## config.mk

```make
export PLATFORM = sky130hd
export DESIGN_NAME = sorted_sleep_timeout_queue
export DESIGN_NICKNAME = d
export VERILOG_FILES = /design/src/sstq_pkg.sv /design/src/sstq_dp.sv /design/src/sstq_ctrl.sv /design/src/sorted_sleep_timeout_queue.sv
export SDC_FILE = /design/constraint.sdc
export NUM_CORES = 2
export LEC_CHECK = 0
export ABC_AREA = 1
export BUFFER_PORTS_ARGS = -buffer_cell sky130_fd_sc_hd__buf_2
export CAP_MARGIN = 20
export CORE_ASPECT_RATIO = 1.5
export CORE_MARGIN = 5
export CORE_UTILIZATION = 39
export CTS_CLUSTER_SIZE = 10
export DETAILED_ROUTE_END_ITERATION = 16
export HOLD_SLACK_MARGIN = 0.03
export SYNTH_ARGS = -nofsm -noshare
export SYNTH_HDL_FRONTEND = slang
export SYNTH_SLANG_ARGS = --single-unit
```

## constraint.sdc

```tcl
create_clock -name i_clk -period 11.55 [get_ports i_clk]
set_clock_uncertainty 0.05 [all_clocks]
set_input_delay 3.465 -clock i_clk [delete_from_list [all_inputs] [get_ports i_clk]]
set_output_delay 3.465 -clock i_clk [all_outputs]
set_load 0.01 [all_outputs]
```

## src/sstq_pkg.sv

```systemverilog
// ----------------------------------------------------------------------------
// sstq_pkg
// Shared types and constants of the sorted sleep timeout queue.
// ----------------------------------------------------------------------------
package sstq_pkg;

    // Fixed field widths
    localparam int TICK_STEP_W = 20;
    localparam int THREAD_W    = 4;
    localparam int TIME_W      = 32;
    localparam int STATUS_W    = 3;

    // Time constants
    localparam logic [TICK_STEP_W-1:0] TICK_STEP_RESET = 20'd10000;
    localparam logic [TIME_W-1:0]      ONE_SECOND_US   = 32'd1000000;

    // Most entries popped by one tick
    localparam int MAX_WAKE = 16;
    localparam int WAKE_W   = $clog2(MAX_WAKE);

    // Request types
    localparam logic REQ_SLEEP = 1'b0;
    localparam logic REQ_TICK  = 1'b1;

    // Result status codes
    localparam logic [STATUS_W-1:0] ST_QUEUED  = 3'd0;
    localparam logic [STATUS_W-1:0] ST_YIELDED = 3'd1;
    localparam logic [STATUS_W-1:0] ST_INVALID = 3'd2;
    localparam logic [STATUS_W-1:0] ST_WOKEN   = 3'd3;
    localparam logic [STATUS_W-1:0] ST_NONE    = 3'd4;
    localparam logic [STATUS_W-1:0] ST_FULL    = 3'd5;

    // Source of the result thread field
    localparam logic [1:0] SEL_REQ  = 2'd0;
    localparam logic [1:0] SEL_HEAD = 2'd1;
    localparam logic [1:0] SEL_ZERO = 2'd2;

    // Input item
    typedef struct packed {
        logic                req_type;
        logic [THREAD_W-1:0] thread_id;
        logic [TIME_W-1:0]   duration_us;
    } t_in_item;

    // Result item
    typedef struct packed {
        logic [THREAD_W-1:0] thread_out;
        logic [STATUS_W-1:0] status;
        logic                last;
    } t_out_item;

    // Controller to datapath commands
    typedef struct packed {
        logic                latch;
        logic                eval;
        logic                ins;
        logic                pop;
        logic                load;
        logic [STATUS_W-1:0] st;
        logic [1:0]          sel;
        logic                last;
    } t_dp_cmd;

    // Datapath to controller status
    typedef struct packed {
        logic is_tick;
        logic dur_zero;
        logic dur_big;
        logic full;
        logic head_wake;
        logic next_wake;
        logic count_zero;
        logic count_one;
    } t_dp_sts;

endpackage

```

## src/sstq_dp.sv

```systemverilog
// ----------------------------------------------------------------------------
// sstq_dp
// Datapath: time counter, sorted queue cells, request and result registers.
// ----------------------------------------------------------------------------
module sstq_dp import sstq_pkg::*; #(
    parameter int MAX_SLEEPERS = 16
) (
    input  logic                   i_clk,
    input  logic                   i_rst_n,
    input  logic                   i_cfg_we,
    input  logic [TICK_STEP_W-1:0] i_cfg_wdata,
    input  t_in_item               i_in_item,
    input  t_dp_cmd                i_cmd,
    output t_dp_sts                o_sts,
    output t_out_item              o_out_item
);

    localparam int CW = $clog2(MAX_SLEEPERS + 1);

    t_in_item               r_req;
    logic [TIME_W-1:0]      r_now;
    logic [TICK_STEP_W-1:0] r_tick_step;
    logic [CW-1:0]          r_count;
    logic [THREAD_W-1:0]    r_thr [MAX_SLEEPERS];
    logic [TIME_W-1:0]      r_dl  [MAX_SLEEPERS];
    logic [MAX_SLEEPERS-1:0] r_pos;
    t_out_item              r_out;

    logic [MAX_SLEEPERS-1:0] n_pos;
    logic [MAX_SLEEPERS-1:0] w_before;
    logic [TIME_W-1:0]       w_rem0;
    logic [TIME_W-1:0]       w_rem1;
    logic [TIME_W-1:0]       w_new_dl;

    // Tick step register
    always_ff @(posedge i_clk) begin
        if (!i_rst_n) begin
            r_tick_step <= TICK_STEP_RESET;
        end else if (i_cfg_we) begin
            r_tick_step <= i_cfg_wdata;
        end
    end

    // Latched request
    always_ff @(posedge i_clk) begin
        if (i_cmd.latch) begin
            r_req <= i_in_item;
        end
    end

    // Time counter, advanced once per tick
    always_ff @(posedge i_clk) begin
        if (!i_rst_n) begin
            r_now <= '0;
        end else if (i_cmd.eval && r_req.req_type == REQ_TICK) begin
            r_now <= r_now + TIME_W'(r_tick_step);
        end
    end

    // Per-cell position test: cell is at or past the insert point
    for (genvar gi = 0; gi < MAX_SLEEPERS; gi++) begin : g_cmp
        logic [TIME_W-1:0] w_rem;
        assign w_rem = r_dl[gi] - r_now;
        assign n_pos[gi] = (CW'(gi) < r_count) ? (w_rem >= r_req.duration_us)
                                               : (CW'(gi) == r_count);
    end

    always_ff @(posedge i_clk) begin
        if (i_cmd.eval) begin
            r_pos <= n_pos;
        end
    end

    // A cell shifts up when any lower cell holds the insert point
    assign w_before[0] = 1'b0;
    for (genvar gi = 1; gi < MAX_SLEEPERS; gi++) begin : g_before
        assign w_before[gi] = |r_pos[gi-1:0];
    end

    assign w_new_dl = r_now + r_req.duration_us;

    // Queue cells: insert shifts up, pop shifts down
    for (genvar gi = 0; gi < MAX_SLEEPERS; gi++) begin : g_cell
        always_ff @(posedge i_clk) begin
            if (i_cmd.ins) begin
                if (w_before[gi]) begin
                    r_thr[gi] <= r_thr[(gi > 0) ? gi - 1 : 0];
                    r_dl[gi]  <= r_dl[(gi > 0) ? gi - 1 : 0];
                end else if (r_pos[gi]) begin
                    r_thr[gi] <= r_req.thread_id;
                    r_dl[gi]  <= w_new_dl;
                end
            end else if (i_cmd.pop && gi < MAX_SLEEPERS - 1) begin
                r_thr[gi] <= r_thr[(gi < MAX_SLEEPERS - 1) ? gi + 1 : gi];
                r_dl[gi]  <= r_dl[(gi < MAX_SLEEPERS - 1) ? gi + 1 : gi];
            end
        end
    end

    // Fill count
    always_ff @(posedge i_clk) begin
        if (!i_rst_n) begin
            r_count <= '0;
        end else if (i_cmd.ins) begin
            r_count <= r_count + CW'(1);
        end else if (i_cmd.pop) begin
            r_count <= r_count - CW'(1);
        end
    end

    // Head and next-cell wake tests: remaining time zero or negative
    assign w_rem0 = r_dl[0] - r_now;
    assign w_rem1 = r_dl[1] - r_now;

    always_comb begin
        o_sts.is_tick    = (r_req.req_type == REQ_TICK);
        o_sts.dur_zero   = (r_req.duration_us == '0);
        o_sts.dur_big    = (r_req.duration_us > ONE_SECOND_US);
        o_sts.full       = (r_count == CW'(MAX_SLEEPERS));
        o_sts.head_wake  = (w_rem0 == '0) || w_rem0[TIME_W-1];
        o_sts.next_wake  = (w_rem1 == '0) || w_rem1[TIME_W-1];
        o_sts.count_zero = (r_count == '0);
        o_sts.count_one  = (r_count == CW'(1));
    end

    // Result register
    always_ff @(posedge i_clk) begin
        if (i_cmd.load) begin
            r_out.status <= i_cmd.st;
            r_out.last   <= i_cmd.last;
            case (i_cmd.sel)
                SEL_REQ:  r_out.thread_out <= r_req.thread_id;
                SEL_HEAD: r_out.thread_out <= r_thr[0];
                default:  r_out.thread_out <= '0;
            endcase
        end
    end

    assign o_out_item = r_out;

    // Checks
    a_ins_room: assert property (@(posedge i_clk) disable iff (!i_rst_n)
        i_cmd.ins |-> (r_count < CW'(MAX_SLEEPERS)))
        else $error("insert into a full queue");

    a_pop_nonempty: assert property (@(posedge i_clk) disable iff (!i_rst_n)
        i_cmd.pop |-> (r_count != '0))
        else $error("pop from an empty queue");

    a_tick_adv: assert property (@(posedge i_clk) disable iff (!i_rst_n)
        (i_cmd.eval && r_req.req_type == REQ_TICK && !i_cfg_we) |=>
        (r_now == $past(r_now) + TIME_W'($past(r_tick_step))))
        else $error("time not advanced by tick step");

endmodule

```

## src/sstq_ctrl.sv

```systemverilog
// ----------------------------------------------------------------------------
// sstq_ctrl
// Controller: sequences request evaluation, insert, wake pops and results.
// ----------------------------------------------------------------------------
module sstq_ctrl import sstq_pkg::*; (
    input  logic    i_clk,
    input  logic    i_rst_n,
    input  logic    i_in_valid,
    output logic    o_in_stall,
    output logic    o_out_valid,
    input  logic    i_out_stall,
    input  t_dp_sts i_sts,
    output t_dp_cmd o_cmd
);

    localparam logic [1:0] S_IDLE = 2'd0;
    localparam logic [1:0] S_EVAL = 2'd1;
    localparam logic [1:0] S_INS  = 2'd2;
    localparam logic [1:0] S_WAKE = 2'd3;

    logic [1:0]        r_state;
    logic [1:0]        n_state;
    logic [WAKE_W-1:0] r_wake_n;
    logic              r_out_valid;
    logic              w_out_free;
    logic              w_accept;
    logic              w_last_wake;

    assign o_in_stall  = (r_state != S_IDLE);
    assign w_accept    = i_in_valid && (r_state == S_IDLE);
    assign w_out_free  = !r_out_valid || !i_out_stall;
    assign w_last_wake = (r_wake_n == WAKE_W'(MAX_WAKE - 1)) || i_sts.count_one
                         || !i_sts.next_wake;

    // Next state and commands
    always_comb begin
        n_state = r_state;
        o_cmd   = '0;
        o_cmd.sel = SEL_REQ;
        case (r_state)
            S_IDLE: begin
                if (w_accept) begin
                    o_cmd.latch = 1'b1;
                    n_state     = S_EVAL;
                end
            end
            S_EVAL: begin
                o_cmd.eval = 1'b1;
                if (i_sts.is_tick) begin
                    n_state = S_WAKE;
                end else if (i_sts.dur_zero || i_sts.dur_big || i_sts.full) begin
                    // immediate answer, queue untouched
                    if (w_out_free) begin
                        o_cmd.load = 1'b1;
                        o_cmd.last = 1'b1;
                        if (i_sts.dur_zero) begin
                            o_cmd.st = ST_YIELDED;
                        end else if (i_sts.dur_big) begin
                            o_cmd.st = ST_INVALID;
                        end else begin
                            o_cmd.st = ST_FULL;
                        end
                        n_state = S_IDLE;
                    end
                end else begin
                    n_state = S_INS;
                end
            end
            S_INS: begin
                if (w_out_free) begin
                    o_cmd.ins  = 1'b1;
                    o_cmd.load = 1'b1;
                    o_cmd.st   = ST_QUEUED;
                    o_cmd.last = 1'b1;
                    n_state    = S_IDLE;
                end
            end
            S_WAKE: begin
                if (w_out_free) begin
                    o_cmd.load = 1'b1;
                    if (!i_sts.count_zero && i_sts.head_wake) begin
                        o_cmd.pop  = 1'b1;
                        o_cmd.st   = ST_WOKEN;
                        o_cmd.sel  = SEL_HEAD;
                        o_cmd.last = w_last_wake;
                        if (w_last_wake) begin
                            n_state = S_IDLE;
                        end
                    end else begin
                        o_cmd.st   = ST_NONE;
                        o_cmd.sel  = SEL_ZERO;
                        o_cmd.last = 1'b1;
                        n_state    = S_IDLE;
                    end
                end
            end
            default: begin
                n_state = S_IDLE;
            end
        endcase
    end

    // State, wake count and result valid
    always_ff @(posedge i_clk) begin
        if (!i_rst_n) begin
            r_state     <= S_IDLE;
            r_wake_n    <= '0;
            r_out_valid <= 1'b0;
        end else begin
            r_state <= n_state;
            if (o_cmd.latch) begin
                r_wake_n <= '0;
            end else if (o_cmd.pop) begin
                r_wake_n <= r_wake_n + WAKE_W'(1);
            end
            if (o_cmd.load) begin
                r_out_valid <= 1'b1;
            end else if (!i_out_stall) begin
                r_out_valid <= 1'b0;
            end
        end
    end

    assign o_out_valid = r_out_valid;

    // Checks
    a_no_overwrite: assert property (@(posedge i_clk) disable iff (!i_rst_n)
        o_cmd.load |-> w_out_free)
        else $error("result register overwritten while stalled");

    a_accept_eval: assert property (@(posedge i_clk) disable iff (!i_rst_n)
        w_accept |=> (r_state == S_EVAL))
        else $error("accepted item not evaluated");

    a_wake_limit: assert property (@(posedge i_clk) disable iff (!i_rst_n)
        (o_cmd.pop && r_wake_n == WAKE_W'(MAX_WAKE - 1)) |-> o_cmd.last)
        else $error("wake limit exceeded");

endmodule

```

## src/sorted_sleep_timeout_queue.sv

```systemverilog
// ----------------------------------------------------------------------------
// sorted_sleep_timeout_queue
// Microsecond timer with a deadline-sorted queue of sleeping threads.
// ----------------------------------------------------------------------------
// A sleep request is taken in S_IDLE and then passes through S_EVAL, to
// compare every queue cell against the duration, and S_INS, to shift the
// cells, insert and load its answer. Yielded, invalid and full answers are
// loaded in S_EVAL. A tick advances the time in the cycle after it is
// taken and then gives one woken result per cycle while the result side
// does not stall, one per pop of the queue head, up to sixteen, or a
// single nothing-woken result. A stall on the result side holds the
// sequence in place. The next item is taken once the last result of the
// previous one is in the result register.
// ----------------------------------------------------------------------------
module sorted_sleep_timeout_queue import sstq_pkg::*; #(
    parameter int MAX_SLEEPERS = 16
) (
    input  logic                   i_clk,
    input  logic                   i_rst_n,
    input  logic                   i_cfg_we,
    input  logic [TICK_STEP_W-1:0] i_cfg_wdata,
    input  logic                   i_in_valid,
    output logic                   o_in_stall,
    input  t_in_item               i_in_item,
    output logic                   o_out_valid,
    input  logic                   i_out_stall,
    output t_out_item              o_out_item
);

    t_dp_cmd w_cmd;
    t_dp_sts w_sts;

    // Controller
    sstq_ctrl u_ctrl (
        .i_clk       (i_clk),
        .i_rst_n     (i_rst_n),
        .i_in_valid  (i_in_valid),
        .o_in_stall  (o_in_stall),
        .o_out_valid (o_out_valid),
        .i_out_stall (i_out_stall),
        .i_sts       (w_sts),
        .o_cmd       (w_cmd)
    );

    // Datapath
    sstq_dp #(
        .MAX_SLEEPERS (MAX_SLEEPERS)
    ) u_dp (
        .i_clk       (i_clk),
        .i_rst_n     (i_rst_n),
        .i_cfg_we    (i_cfg_we),
        .i_cfg_wdata (i_cfg_wdata),
        .i_in_item   (i_in_item),
        .i_cmd       (w_cmd),
        .o_sts       (w_sts),
        .o_out_item  (o_out_item)
    );

endmodule
```

; Word level (Yosys, flattened, before mapping)
; Memory sizes are Yosys's and may differ from the RTL's.
; Cells that the tools add are included.
[word_totals]
mem_count = 2
in_bits = 62
out_inout_bits = 10
register_bits = 125
ram_bits = 576
wordCells = 411
[memory_table]
columns = memory, words, word_bits, read_ports, rd_ports_with_merged_regs, wr, line_no
row1 = u_dp.r_dl, 16, 32, 16, 0, 16, sstq_dp.sv:25  ; logic [TIME_W-1:0] r_dl [MAX_SLEEPERS];
row2 = u_dp.r_thr, 16, 4, 16, 0, 16, sstq_dp.sv:24  ; logic [THREAD_W-1:0] r_thr [MAX_SLEEPERS];
[classes]
eq_ne = 26
bitwise_logic = 61
reduce_logical = 38
n_lt_le_gt_ge = 33
add_sub_neg = 21
muxes = 217
[op_table]
columns = cell, n
row1 = $mux 32, 30
row2 = $ge 32x32->1, 16
row3 = $sub 32x32->32, 16
row4 = $mux 4, 34
row5 = $mux 1, 135
row6 = $logic_not 32->1, 3
row7 = $or 1x1->1, 60
row8 = $eq 4x5->1 const A, 8
row9 = $lt 4x5->1 const A, 8
row10 = $add 32x20->32, 1
row11 = $add 32x32->32, 1
row12 = $gt 32x20->1 const B, 1
row13 = $eq 3x5->1 const A, 4
row14 = $lt 3x5->1 const A, 4
row15 = $mux 2, 8
row16 = $reduce_or 15->1, 1
row17 = $reduce_or 14->1, 1
row18 = $reduce_or 13->1, 1
row19 = $pmux 4 s3, 1
row20 = $reduce_or 12->1, 1
row21 = $reduce_or 11->1, 1
row22 = $eq 2x5->1 const A, 2
row23 = $lt 1x5->1 const A, 2
row24 = $lt 2x5->1 const A, 2
row25 = other kinds (35), 55

; Depth between registers and ports, before layout
; An unclocked memory read counts as a cell.
[depth]
word_depth = 13
ltp_mapped = 25
ltp_nobuf = 25

; Modules after synthesis
; A second synthesis with hierarchy kept.
[unflattened]
hier_cells = 11217
hier_area_um2 = 78043.6
[modules_own_cells]
columns = module, area_each_um2, n_inst, cells_per_inst
row1 = sstq_dp, 77519.3, 1, 11135
row2 = sstq_ctrl, 524.3, 1, 82

; Worst setup path before layout
; No wires, ideal clock.
[synth_path]
path_type = input port to flip-flop
startpoint = input port i_out_stall
endpoint = memory u_dp.r_dl[13][0], in the netlist u_dp.r_dl[1][160] (enable)
required_ns = 11.021
arrival_ns = 6.690
setup_ns = 0.479
path_slack_ns = 4.331
path_buffers = 2
stages = 5
path_cell_list = nand2_1 nand2_1 buf_1 clkbuf_1 o21ai_0
[synth_lines]
columns = item, line_no
row1 = "start, declared", sorted_sleep_timeout_queue.sv:26  ; input logic i_out_stall,
row2 = "end, declared", sstq_dp.sv:25

; Worst setup path after layout
[layout_path]
startpoint = register u_dp.r_now[4]
endpoint = register u_dp.r_pos[13], data pin
[layout_via]
elab_chain_cells = 3
[layout_rtl]
columns = item, line_no
row1 = "start, declared", sstq_dp.sv:21  ; logic [TIME_W-1:0] r_now;
row2 = "start signal, assigned", sstq_dp.sv:56  ; r_now <= r_now + TIME_W'(r_tick_step);
row3 = $sub 32x32->32, sstq_dp.sv:63  ; assign w_rem = r_dl[gi] - r_now;
row4 = $ge 32x32->1, sstq_dp.sv:64  ; assign n_pos[gi] = (CW'(gi) < r_count) ? (w_rem >= r_req.duration_us)
row5 = $mux 1, sstq_dp.sv:64
row6 = net u_dp.n_pos[13], sstq_dp.sv:29  ; logic [MAX_SLEEPERS-1:0] n_pos;
row7 = "end signal, assigned", sstq_dp.sv:70  ; r_pos <= n_pos;
row8 = "end, declared", sstq_dp.sv:26  ; logic [MAX_SLEEPERS-1:0] r_pos;
; The timed path passes the listed nets, and every way through them passes these cells.
; A chain may end at the register's enable or synchronous reset.

==> out/qor.csv <==
metric;value;unit
post-synthesis average cell area;7.37;µm²
Finished Cell Area;78500;µm²
fraction of registers with async set/reset;0;%
capture instance of the worst register-to-register path;u_dp.r_pos[13];
clock slew seen by the registers of the worst setup and hold paths;60;ps
first-pass detailed-route iteration total;6;
TritonCTS sink count;701;
PD cells;108;nW/µm²
Root Buffer Master;clkbuf_16;
synthesized netlist net count;10917;
Die H;536;µm
layout-stage area growth over the synthesis result;8.88;%
relative slew slack;15.6;%
Worst EP required;11850;ps
most used cells in the layout excluding fill and tap cells;nand2_1, ha_1, a21oi_1;
count of pins over their slew limit;0;
proportion of layout cells with a drive suffix above 1;4.59;%
weighted congestion reported at the end of routability-driven placement;1.02;
startpoint kind of the worst setup timing path;flip-flop;
# Max-Cap Violations;0;
die extent in x;361;µm
initial core utilization;39.2;%
area of the multi-input gates;47300;µm²
per-cell via count in the routed design;5.87;
Crit path depth;19;
Most common cell on crit path;o21ai_0;
Worst Path Max Fanout;16;
Net count, final;10989;
class of the tightest hold or removal check;flip-flop to flip-flop;
CTS tree;built;
CP peak stage delay;820;ps
crit path capture;u_dp.r_pos[13];
IR drop worst, VDD;126;µV
sequential cell area fraction in the yosys report;28.3;%
dominant synthesized flop cell;edfxtp_1;
actual slew at the worst max-slew pin;1260;ps
Register Area;20400;µm²
cell type of the slowest stage on the worst timing path;dfxtp_1;
yosys synthesis warning count;0;
result of the run;finished clean;
count of input and output buffers;71;
std cell rows;193;
data arrival at the endpoint of the critical path;7040;ps
final setup fails;0;
post-route minimum period;6740;ps
drc violations;0;
vias;72499;
startpoint of the most critical register-to-register path;u_dp.r_now[4];
Antenna Nets Post-Route;0;
Register-to-Register Setup Slack;4810;ps
most common cell after layout, fill and taps aside;nand2_1;
Total Routing Usage GR;33.7;%
cts repair resizes;0;
post-synthesis instance total;9772;
Num CTS Buffers;86;
placeable core region;184000;µm²
critical path endpoint category;flip-flop;
gr ovfl total;0;
number of antenna violations at the first check in global routing;10;
filler cell count;18965;
final total power;8490;µW
count of buffer and inverter cells on the critical path;2;
total I/O pin count;72;
depth of the worst register-to-register path;19;
count of endpoints failing hold in the final timing report;0;
Final period util;58.4;%
Leakage Power;0.0345;µW
placed wire-length estimate;276;mm
Synth cell types;58;
violation count after the first detailed-route iteration;7173;
worst-skew pair later-pin latency;720;ps
H-tree level count;3;
FF+latch count, synth;701;
number of synthesized flops with an enable pin;637;
overall die area;194000;µm²
total setup buffers inserted after CTS;0;
CTS Buffer Depth;3;
wire length of the first global-routing pass;478;mm
cell family contributing the most delay on the critical path;compound AO/OA/AOI/OAI gates;
maximum clock rate;148;MHz
total standard cell area after synthesis;72100;µm²
final-layout setup total negative slack;0;ps
wire length per cell;27.6;µm
via count of the first global-routing pass;67435;
number of hold buffers added after CTS;0;
maximum number of pins on one net before global-route repair;212;
sequence of cells on the critical path;inv_1 > buf_4 > ha_1 > a21oi_1 > a21boi_0 > o21ai_0 > a31oi_1 > o21ai_0 > xor2_1 > ha_1 > nand2_1 > nor2_1 > a211oi_1 > o21a_1 > o21ai_0 > nand4_1 > o211ai_1 > a21oi_1 > o21ai_0;
CP Class;flip-flop to flip-flop;
launch point of the critical path;u_dp.r_now[4];
cell area reported after detailed placement;75800;µm²
total detailed-routing wirelength;341;mm
unrepaired setup endpoints after global routing;no;
[flip-flops by register name (all words and copies together), names as in the netlist, 2 cells and up]
signal / cells
u_ctrl.r_state: 2
u_ctrl.r_wake_n: 4
u_dp.o_out_item: 8
u_dp.r_count: 5
u_dp.r_dl: 512
u_dp.r_now: 32
u_dp.r_pos: 16
u_dp.r_req: 36
u_dp.r_thr: 64
u_dp.r_tick_step: 20
[per-stage QoR]
step,hold slack (ps),cells,util [%],setup slack (ps)
floorplan,385,9772,-,4330
global placement,419,12191,41.2,4480
detailed placement,415,12192,41.2,4450
CTS,431,12330,42.6,5160
global route,456,12333,42.6,4770
finish,428,12341,42.6,4810
[layout make-up]
class,count,area share [%]
diodes,10,0.0319
clock buffers,121,3.03
multi-input cells,7909,60.2
clock inverters,17,0.252
flip-flops and latches,701,26.0
repair buffers,253,2.26
well taps,2437,3.89
inverters,893,4.29
[cell families after synthesis]
kind of cell,Yosys count,share of synthesized area (%)
AND/OR/NAND/NOR,4000,22.3
adder cells (fa/ha/maj),1083,19.0
XOR/XNOR,483,5.87
flip-flops,701,28.3
AO/OA/AOI/OAI,2343,18.1
buffers and inverters,1162,6.43
[how the worst min path moves through the flow]
stage                              start                    to  slack (ps)  depth (start not counted)
floorplan           u_dp.r_tick_step[10]  u_dp.r_tick_step[10]         390                          2
detailed placement   u_dp.r_tick_step[8]   u_dp.r_tick_step[8]         420                          2
CTS                 u_dp.r_tick_step[13]  u_dp.r_tick_step[13]         430                          2
global placement     u_dp.r_tick_step[4]   u_dp.r_tick_step[4]         420                          2
finish              u_dp.r_tick_step[13]  u_dp.r_tick_step[13]         430                          2
global route          u_ctrl.r_wake_n[1]    u_ctrl.r_wake_n[1]         460                          2
[power by group]
group	leakage [µW]	switching, µW	total (µW)	internal, µW
registers	0.00632	143	3010	2870
logic	0.0270	1910	2840	925
clock network	0.00124	1170	2640	1470
[cells in the mapped netlist, types with 5 or more instances]
master / number / area (µm²)
buf_2: 103 / 515
inv_2: 12 / 45.0
o22ai_1: 7 / 43.8
o211ai_1: 55 / 413
or2_2: 18 / 113
o21a_1: 24 / 180
o221a_2: 7 / 78.8
nor3_1: 112 / 561
edfxtp_1: 637 / 19100
nor4_1: 37 / 231
dfxtp_1: 64 / 1280
xnor2_1: 156 / 1370
o21bai_1: 30 / 225
a31oi_1: 343 / 2150
a221oi_1: 19 / 166
xor2_1: 327 / 2860
nand2_1: 2600 / 9760
o31ai_1: 13 / 97.6
o21ai_0: 722 / 3610
nand3b_1: 17 / 128
nor2_1: 838 / 3150
o21ai_1: 74 / 370
inv_1: 868 / 3260
clkinv_1: 12 / 45.0
buf_4: 16 / 120
a21oi_1: 891 / 4460
a21o_1: 24 / 180
buf_6: 11 / 124
clkbuf_1: 135 / 507
fa_1: 18 / 360
nand3_1: 243 / 1220
o221ai_1: 10 / 87.6
and3_1: 5 / 31.3
ha_1: 1065 / 13300
a211oi_1: 43 / 323
nand4_1: 110 / 688
a21boi_0: 65 / 488
[metal layers]
layer	share of wire [%]	vias to the layer above	wire length (µm)	GRT usage [%]
li1	-	34007	-	-
met1	38	34219	128000	39.2
met2	45	3292	153000	54.9
met3	6.1	979	20600	3.86
met4	11	2	38700	30.0
met5	0.0038	-	13	0
[tightest hold or removal path: stages (launching register included)]
cell,delay (ps)
dfxtp_1,340
nand2_1,60
nand3_1,50
Power figures use the tool's default switching activity.
